### src/rtl/core/pcg32_pkg.sv
// Package for the PCG32 random fill core: generator constants, widths and
// the XSH-RR output permutation. No dependencies.
`default_nettype none

package pcg32_pkg;

    localparam int MAX_FILL_BYTES_DEF = 256;
    localparam int HALF_W             = 32;

    localparam logic [63:0] LCG_MULT      = 64'h5851_f42d_4c95_7f2d;
    localparam logic [63:0] DEFAULT_STATE = 64'h853c_49e6_748f_ea9b;
    localparam logic [63:0] DEFAULT_INC   = 64'hda3e_39cb_94b9_5bdb;

    typedef logic [HALF_W-1:0]   half_t;
    typedef logic [2*HALF_W-1:0] prod_t;

    // XSH-RR: xorshift high bits, then rotate right by the top five bits
    function automatic logic [31:0] pcg_output(input logic [63:0] old);
        logic [63:0] xs;
        logic [31:0] mixed;
        logic [4:0]  rot;
        logic [63:0] dbl;
        begin
            xs    = ((old >> 18) ^ old) >> 27;
            mixed = xs[31:0];
            rot   = old[63:59];
            dbl   = {mixed, mixed} >> rot;
            pcg_output = dbl[31:0];
        end
    endfunction

endpackage

`default_nettype wire

### src/rtl/core/pcg32_mul_unit.sv
// Shared 32x32 unsigned multiplier with a registered 64-bit product.
// Depends on pcg32_pkg.
`default_nettype none

module pcg32_mul_unit (
    input  wire logic             clk,
    input  wire pcg32_pkg::half_t op_a,
    input  wire pcg32_pkg::half_t op_b,
    output pcg32_pkg::prod_t      prod
);
    import pcg32_pkg::*;

    prod_t prod_reg;

    always_ff @(posedge clk)
    begin
        prod_reg <= prod_t'(op_a) * prod_t'(op_b);
    end

    assign prod = prod_reg;

endmodule

`default_nettype wire

### src/rtl/core/pcg32_random_fill_core.sv
// PCG32 XSH-RR random fill core, top level: handshake, seeding, sequencer.
// Depends on pcg32_pkg and pcg32_mul_unit.
`default_nettype none

// A seed transaction (tuser 0) is taken without leaving the idle state and
// returns nothing. A fill transaction (tuser 1) of N bytes, saturated to
// MAX_FILL_BYTES, returns ceil(N/4) words; each word steps through the states
// MUL0, MUL1, MUL2 and FIN, since the single 32x32 multiplier forms the three
// partial products of the 64-bit LCG step one at a time, and FIN waits while
// the previous word sits unclaimed in the output register. s_tready is low for
// the whole fill. A fill before any seed seeds itself from the entropy words
// first; a zero-byte fill returns nothing.
module pcg32_random_fill_core #(
    parameter int MAX_FILL_BYTES = pcg32_pkg::MAX_FILL_BYTES_DEF
) (
    input  wire logic         clk,
    input  wire logic         rst_n,
    input  wire logic         s_tvalid,
    output logic              s_tready,
    // [63:0] seed_value, [127:64] entropy_low, [191:128] entropy_high,
    // [200:192] fill_bytes, [207:201] zero
    input  wire logic [207:0] s_tdata,
    // [0] req_type
    input  wire logic [0:0]   s_tuser,
    output logic              m_tvalid,
    input  wire logic         m_tready,
    // [31:0] random_word, [34:32] valid_bytes, [39:35] zero
    output logic [39:0]       m_tdata,
    output logic              m_tlast
);
    import pcg32_pkg::*;

    localparam int RW = $clog2(MAX_FILL_BYTES + 1);

    localparam logic [2:0] ST_IDLE = 3'd0;
    localparam logic [2:0] ST_MUL0 = 3'd1;
    localparam logic [2:0] ST_MUL1 = 3'd2;
    localparam logic [2:0] ST_MUL2 = 3'd3;
    localparam logic [2:0] ST_FIN  = 3'd4;

    localparam logic REQ_SEED = 1'b0;
    localparam logic REQ_FILL = 1'b1;

    logic [2:0]    fsm_reg, fsm_next;
    logic [63:0]   state_reg, state_next;
    logic [63:0]   inc_reg, inc_next;
    logic          seeded_reg, seeded_next;
    logic [RW-1:0] rem_reg, rem_next;
    logic [63:0]   acc_reg, acc_next;
    logic [31:0]   word_reg, word_next;
    logic          out_valid_reg, out_valid_next;
    logic [31:0]   out_word_reg, out_word_next;
    logic [2:0]    out_bytes_reg, out_bytes_next;
    logic          out_last_reg, out_last_next;

    logic [63:0] seed_value, entropy_low, entropy_high;
    logic [8:0]  fill_bytes;
    logic        req_type;
    logic        in_fire;
    logic        out_free;
    logic [63:0] ent_state, ent_inc;
    logic [RW-1:0] fill_sat;
    logic [2:0]  take;
    logic        is_last;
    half_t       mul_a, mul_b;
    prod_t       prod;
    logic [63:0] step_sum;

    assign seed_value   = s_tdata[63:0];
    assign entropy_low  = s_tdata[127:64];
    assign entropy_high = s_tdata[191:128];
    assign fill_bytes   = s_tdata[200:192];
    assign req_type     = s_tuser[0];

    assign s_tready = (fsm_reg == ST_IDLE);
    assign in_fire  = s_tvalid && s_tready;
    assign out_free = !out_valid_reg || m_tready;

    assign ent_state = (entropy_low != 64'd0) ? entropy_low : DEFAULT_STATE;
    assign ent_inc   = {entropy_high[62:0], 1'b1};
    assign fill_sat  = (fill_bytes > 9'(MAX_FILL_BYTES)) ? RW'(MAX_FILL_BYTES)
                                                         : fill_bytes[RW-1:0];
    assign is_last   = (rem_reg <= RW'(4));
    assign take      = is_last ? rem_reg[2:0] : 3'd4;
    assign step_sum  = acc_reg + {prod[31:0], 32'd0};

    // operand select for the shared multiplier; the last partial product
    // is kept in place while the word waits for the output register
    always_comb
    begin
        unique case (fsm_reg)
            ST_MUL0:
            begin
                mul_a = state_reg[31:0];
                mul_b = LCG_MULT[31:0];
            end
            ST_MUL1:
            begin
                mul_a = state_reg[31:0];
                mul_b = LCG_MULT[63:32];
            end
            ST_MUL2, ST_FIN:
            begin
                mul_a = state_reg[63:32];
                mul_b = LCG_MULT[31:0];
            end
            default:
            begin
                mul_a = '0;
                mul_b = '0;
            end
        endcase
    end

    pcg32_mul_unit u_mul (
        .clk  (clk),
        .op_a (mul_a),
        .op_b (mul_b),
        .prod (prod)
    );

    always_comb
    begin
        fsm_next       = fsm_reg;
        state_next     = state_reg;
        inc_next       = inc_reg;
        seeded_next    = seeded_reg;
        rem_next       = rem_reg;
        acc_next       = acc_reg;
        word_next      = word_reg;
        out_valid_next = out_valid_reg && !m_tready;
        out_word_next  = out_word_reg;
        out_bytes_next = out_bytes_reg;
        out_last_next  = out_last_reg;

        unique case (fsm_reg)
            ST_IDLE:
            begin
                if (in_fire)
                begin
                    if (req_type == REQ_SEED)
                    begin
                        seeded_next = 1'b1;
                        if (seed_value == 64'd0)
                        begin
                            state_next = ent_state;
                            inc_next   = ent_inc;
                        end
                        else
                        begin
                            state_next = seed_value;
                            inc_next   = (seed_value ^ DEFAULT_INC) | 64'd1;
                        end
                    end
                    else
                    begin
                        if (!seeded_reg)
                        begin
                            seeded_next = 1'b1;
                            state_next  = ent_state;
                            inc_next    = ent_inc;
                        end
                        rem_next = fill_sat;
                        if (fill_sat != '0)
                            fsm_next = ST_MUL0;
                    end
                end
            end
            ST_MUL0:
            begin
                word_next = pcg_output(state_reg);
                fsm_next  = ST_MUL1;
            end
            ST_MUL1:
            begin
                acc_next = prod + (inc_reg | 64'd1);
                fsm_next = ST_MUL2;
            end
            ST_MUL2:
            begin
                acc_next = step_sum;
                fsm_next = ST_FIN;
            end
            ST_FIN:
            begin
                // hold here until the output register can take the word
                if (out_free)
                begin
                    state_next     = step_sum;
                    out_valid_next = 1'b1;
                    out_word_next  = word_reg;
                    out_bytes_next = take;
                    out_last_next  = is_last;
                    rem_next       = rem_reg - RW'(take);
                    fsm_next       = is_last ? ST_IDLE : ST_MUL0;
                end
            end
            default:
            begin
                fsm_next = ST_IDLE;
            end
        endcase
    end

    always_ff @(posedge clk or negedge rst_n)
    begin
        if (!rst_n)
        begin
            fsm_reg       <= ST_IDLE;
            state_reg     <= DEFAULT_STATE;
            inc_reg       <= DEFAULT_INC;
            seeded_reg    <= 1'b0;
            rem_reg       <= '0;
            out_valid_reg <= 1'b0;
        end
        else
        begin
            fsm_reg       <= fsm_next;
            state_reg     <= state_next;
            inc_reg       <= inc_next;
            seeded_reg    <= seeded_next;
            rem_reg       <= rem_next;
            out_valid_reg <= out_valid_next;
        end
    end

    always_ff @(posedge clk)
    begin
        acc_reg       <= acc_next;
        word_reg      <= word_next;
        out_word_reg  <= out_word_next;
        out_bytes_reg <= out_bytes_next;
        out_last_reg  <= out_last_next;
    end

    assign m_tvalid = out_valid_reg;
    assign m_tdata  = {5'd0, out_bytes_reg, out_word_reg};
    assign m_tlast  = out_last_reg;

`ifndef SYNTH
    a_inc_odd: assert property (@(posedge clk) disable iff (!rst_n)
        inc_reg[0])
        else $error("LCG increment lost its low bit");

    a_busy_has_bytes: assert property (@(posedge clk) disable iff (!rst_n)
        (fsm_reg != ST_IDLE) |-> (rem_reg != '0))
        else $error("sequencer busy with no bytes left");

    a_full_unless_last: assert property (@(posedge clk) disable iff (!rst_n)
        (out_valid_reg && !out_last_reg) |-> (out_bytes_reg == 3'd4))
        else $error("partial word not marked last");

    a_seeded_after_in: assert property (@(posedge clk) disable iff (!rst_n)
        in_fire |=> seeded_reg)
        else $error("generator unseeded after a transaction");
`endif

endmodule

`default_nettype wire

### config.mk
export PLATFORM = sky130hd
export DESIGN_NAME = pcg32_random_fill_core
export DESIGN_NICKNAME = d
export VERILOG_FILES = /design/src/rtl/core/pcg32_pkg.sv /design/src/rtl/core/pcg32_mul_unit.sv /design/src/rtl/core/pcg32_random_fill_core.sv
export SDC_FILE = /design/constraint.sdc
export NUM_CORES = 2
export LEC_CHECK = 0
export ABC_AREA = 0
export BUFFER_PORTS_ARGS = -buffer_cell sky130_fd_sc_hd__buf_2
export CORE_UTILIZATION = 45
export CTS_BUF_LIST = sky130_fd_sc_hd__clkbuf_16
export DETAILED_ROUTE_END_ITERATION = 16
export REMOVE_ABC_BUFFERS = 1
export SETUP_SLACK_MARGIN = 0.1
export SLEW_MARGIN = 5
export SYNTH_ARGS = -nofsm -noshare
export SYNTH_HDL_FRONTEND = slang
export SYNTH_SLANG_ARGS = --single-unit
### constraint.sdc
create_clock -name clk -period 14.91 [get_ports clk]
set_input_delay 1.491 -clock clk [delete_from_list [all_inputs] [get_ports clk]]
set_output_delay 1.491 -clock clk [all_outputs]
set_load 0.1 [all_outputs]
## After elaboration in Yosys (flattened, before gate mapping)

Index checks and enable logic that the tools add are counted.

- Word-level logic and storage cells: 78
- Output and inout port bits: 43
- Bits of input ports: 213
- Register bits after elaboration: 338

- Reductions and logical operators: 20
- Bitwise gates (word level): 2
- Multipliers: 1
- Magnitude comparators: 2
- Equality and inequality tests: 10
- Mux-type cells: 27
- Shifts and indexed selects: 1
- Add/subtract/negate cells: 3

Operators by type and width:

| cell | count |
|---|---|
| two-way mux 64 bit | 9 |
| one-hot mux 64 bit (2 select lines) | 2 |
| adder 64 bit | 2 |
| logical NOT 64 bit | 1 |
| one-hot mux 32 bit (2 select lines) | 1 |
| nonzero test 64 bit | 1 |
| >> shifter 64 x 5 -> 32 bit | 1 |
| multiplier 32 x 31 -> 63 bit | 1 |
| one-hot mux 31 bit (2 select lines) | 1 |
| bitwise XOR 46 x 59 -> 59 bit | 1 |
| NOT 38 bit | 1 |
| two-way mux 9 bit | 4 |
| one-hot mux 9 bit (2 select lines) | 1 |
| two-way mux 3 bit | 5 |
| one-hot mux 3 bit (5 select lines) | 1 |
| AND reduction 4 bit | 3 |
| greater-than comparator 9 bit, second input constant | 1 |
| <= comparator 9 x 3 -> 1 bit, second input constant | 1 |
| nonzero test 9 bit | 1 |
| subtractor 9 x 3 -> 9 bit | 1 |
| equality test 3 x 2 -> 1 bit, second input constant | 2 |
| inequality test 2 x 1 -> 1 bit, second input constant | 3 |
| inequality test 2 bit, second input constant | 2 |
| AND reduction 2 bit | 2 |
| 12 further kinds | 18 |

## Longest topological paths before layout

- Depth in word-level cells: 7
- Depth in mapped cells: 34
- Gate-level depth less buffers: 31

## Modules after synthesis

A second synthesis with hierarchy kept.

- Cells, all modules: 5946
- Area, all modules: 53635.2 µm²

By module, submodules not included:

| module | times used | seq. area each (µm²) | area an instance (µm²) | cells each |
|---|---|---|---|---|
| pcg32_mul_unit | 1 | 1281.2 | 34682.0 | 3772 |
| pcg32_random_fill_core | 1 | 7581.0 | 18953.2 | 2174 |

## Worst setup path after synthesis

Ideal clock, no wire load.

- Path type: register to register
- From: reg fsm_reg[2]
- To: reg u_mul.prod_reg[57] (netlist: u_mul.prod[57])
- Library setup time: 0.120 ns
- Path slack: 5.005 ns
- Required time: 14.790 ns
- Path buffers: 1
- Data arrival time: 9.785 ns
- Cell stages (with the launch flop): 29
- Cell sequence: dfrtp_1 nor2b_1 nand2_1 nand2_1 clkbuf_1 a22o_1 inv_1 nor2_1 inv_1 fa_1 fa_1 inv_1 fa_1 fa_1 fa_1 fa_1 fa_1 inv_1 fa_1 inv_1 ha_1 and2_1 nand3_1 or3_1 a2111oi_2 nor3_2 o31ai_2 a31oi_1 xnor2_1

- Cells in the longest elaborated chain, start to end: 4

RTL lines:

| what | line | text |
|---|---|---|
| from (decl) | pcg32_random_fill_core.sv:44 | `logic [2:0] fsm_reg, fsm_next;` |
| from (signal assigned) | pcg32_random_fill_core.sv:218 | `fsm_reg <= fsm_next;` |
| equality test 3 bit, or another cell as far along | pcg32_random_fill_core.sv:91 | `unique case (fsm_reg)` |
| OR reduction 3 bit (no line) or OR reduction 2 bit (tied branches) | -- |  |
| one-hot mux 31 bit (2 select lines) or one-hot mux 32 bit (2 select lines) (tied branches) | pcg32_random_fill_core.sv:91 |  |
| multiplier 32 x 31 -> 63 bit * | pcg32_mul_unit.sv:17 | `prod_reg <= prod_t'(op_a) * prod_t'(op_b);` |
| to (signal assigned) | pcg32_mul_unit.sv:17 |  |
| to (decl) | pcg32_mul_unit.sv:13 | `prod_t prod_reg;` |

Mark *: on every way between the ends. The rest lies on a longest branch, timed or not.
A chain may end at the register's enable or synchronous reset.

## Worst setup path in the final report

- From: reg fsm_reg[1]
- To: reg u_mul.prod_reg[59] (netlist: u_mul.prod[59])

Same word-level chain as after synthesis.

==> flow_metrics.env <==
export IMPL_dpl_instance_area_um2=46030
export IMPL_post_route_util_pct=49.54
export IMPL_maxCapViolations=0
export IMPL_wl_per_cell_um=23.92
export IMPL_finalCriticalPeriod_ps=10600
export IMPL_ys_warn_count=0
export IMPL_ant_nets=0
export IMPL_gp_congestion=0.9813
export IMPL_synth_adder_area_share_pct=41.50
export IMPL_dieHeight_um=313.2
export IMPL_critPathKind="register to register"
export IMPL_seq_area_frac_synth_pct=20.29
export IMPL_synthFlopType="edfxtp_1"
export IMPL_layout_drive_gt1_share_pct=10.63
export IMPL_wirelength_um=143900
export IMPL_vias=33690
export IMPL_cts_tree="yes"
export IMPL_async_flop_share_pct=41.96
export IMPL_slowest_stage="a22oi_1"
export IMPL_outcome="completed"
export IMPL_timing_rr_start="fsm_reg[1]$_DFFE_PN0P_"
export IMPL_yosys_area_top_type="fa_1"
export IMPL_area_delta_synth_final_pct=8.511
export IMPL_finalHoldViolations=0
export IMPL_drv_slew=0
export IMPL_min_period_over_period_pct=71.08
export IMPL_worst_path_max_fanout=35
export IMPL_ios=256
export IMPL_synth_edf_count=132
export IMPL_yosysUniqueCellTypes=100
export IMPL_post_cts_resized=0
export IMPL_cts_sinks=336
export IMPL_cp_arrival_ps=11070
export IMPL_hold_path_class="register to register"
export IMPL_clk_path_buf_depth=3
export IMPL_detailed_place_hpwl_um=119600
export IMPL_rsz0062_at_grt="no"
export IMPL_critical_path_most_common_cell="fa_1"
export IMPL_grt_pass1_wl_um=214800
export IMPL_synth_area_leaders="fa_1 25%, ha_1 16%, edfxtp_1 9.1%"
export IMPL_clk_transition_reported_paths_ps=70
export IMPL_rows=113
export IMPL_synth_top_family_by_area="adder cells"
export IMPL_synth_compound_area_share_pct=14.25
export IMPL_fmax_mhz=94.36
export IMPL_antenna_found_initial=1
export IMPL_endpoint_kind="register"
export IMPL_grt_max_degree=75
export IMPL_cts_hold_buffers_added=0
export IMPL_max_stage_delay_ps=810
export IMPL_drt_pass1_iterations=6
export IMPL_netlist_instances=4579
export IMPL_synthSimpleGateAreaFrac_pct=9.005
export IMPL_drtIter0Drc=2696
export IMPL_dieArea_um2=98080
export IMPL_worst_setup_path_start_kind="register"
export IMPL_synthesis_area_um2=43570
export IMPL_core_um2=95440
export IMPL_grt_pass1_vias=34110
export IMPL_root_buffer="clkbuf_16"
export IMPL_worstSkewPairLatency_ps=570
export IMPL_drc_errors=0
export IMPL_synthXorXnorAreaFrac_pct=3.113
export IMPL_setup_violations=0
export IMPL_synthMuxAreaShare_pct=2.759
export IMPL_clock_skew_ps=27.76
export IMPL_viasPerCell=5.599
export IMPL_fin_area_um2=47280
export IMPL_holdWs_ps=418.1
export IMPL_tightestPinTransition_ps=1375
export IMPL_syn_area_per_cell_um2=9.516
export IMPL_grt_use_total_pct=29.63
export IMPL_overflow=0
export IMPL_crit_start="fsm_reg[1]$_DFFE_PN0P_"
export IMPL_cp_data_required_time_ps=15390
export IMPL_tns_ps=0
export IMPL_fill_cells=9085
export IMPL_port_buffer_count=242
export IMPL_htreeDepth=2
export IMPL_yosysTopAreaCellShare_pct=25.22
export IMPL_die_w_um=313.2
export IMPL_synth_seq_cells=336
export IMPL_cts_buffers=37
export IMPL_postCtsSetupRepairBufs=0
export IMPL_hold_start="word_reg[5]$_DFFE_PP_"
export IMPL_initial_core_util_pct=45.66
export IMPL_relSlewSlack_pct=7.499
export IMPL_final_nets=6051
==> cell usage in the layout (no fill, tap or decap), types with 70 or more instances in the layout <==
cell / count
inv_1: 847
nand2_1: 293
mux2i_1: 83
dfstp_2: 71
a21oi_1: 247
o21ai_0: 247
a21o_1: 97
ha_1: 567
nor2_1: 305
xnor2_1: 94
fa_1: 549
buf_2: 241
dfrtp_1: 70
edfxtp_1: 132
==> cell families after synthesis <==
group                      after synthesis
buffers and inverters                 1036
DFF                                    336
adders and majority gates             1116
AOI/OAI and AO/OA                      952
other                                    2
xor gates and xnor gates               154
muxes                                  107
and+or+nand+nor                        876
==> final cells by class <==
type                    instances  area (µm²)  area share, %
multi-input cells            3211       30860          65.26
flip-flops and latches        336        8842          18.70
inverters                     846        3176          6.716
well taps                    1265        1583          3.347
repair buffers                290        1578          3.337
clock buffers                  42        1051          2.223
clock inverters                25       193.9         0.4102
diodes                          1       2.502       0.005292
==> synthesized netlist by cell type (63+ instances only) <==
cell      count
edfxtp_1    132
inv_1       842
dfxtp_1      63
nor2_1      308
dfrtp_1      70
fa_1        549
xnor2_1      94
o21ai_0     247
ha_1        567
nand2_1     295
mux2i_1      83
dfstp_2      71
a21oi_1     247
a21o_1       97
clkbuf_1    137
==> critical path, delay by kind of cell, from the launching register on <==
kind                     cells  cell delay, ps
AO/OA/AOI/OAI                8            2590
XOR/XNOR                     1             160
adder cells (fa/ha/maj)      9            4680
buffers and inverters        6            1770
flip-flops                   1             430
AND/OR/NAND/NOR              4             810
==> through the flow <==
| step | worst slack (ps) | instances |
|---|---|---|
| 2_1_floorplan | 3796 | 4393 |
| 3_3_place_gp | 4452 | 5948 |
| 3_5_place_dp | 4444 | 5948 |
| 4_1_cts | 4386 | 6015 |
| 5_1_grt | 3882 | 6015 |
| 6_report | 4312 | 6016 |
==> path summary, 6_finish.rpt <==
path	end	slack, ps	depth (start not counted)
max	u_mul.prod[59]$_DFF_P_	4310	28
min	out_word_reg[5]$_DFFE_PP_	420	0
max reg2reg	u_mul.prod[59]$_DFF_P_	4310	28
min reg2reg	out_word_reg[5]$_DFFE_PP_	420	0
max in group asynchronous	state_reg[61]$_DFFE_PN0P_	12500	2
min in group asynchronous	inc_reg[58]$_DFFE_PN0P_	960	1
==> layer usage <==
metal,part of all wire (%),vias to the layer above,global-route usage (%)
met1,43,16710,40.30
li1,-,15610,-
met5,0,-,0
met2,45,1162,46.75
met4,3.6,0,9.135
met3,8.4,199,6.987
Power is not shown: default switching activity piles up to over one toggle a cycle in this logic, so the estimate is an artifact.
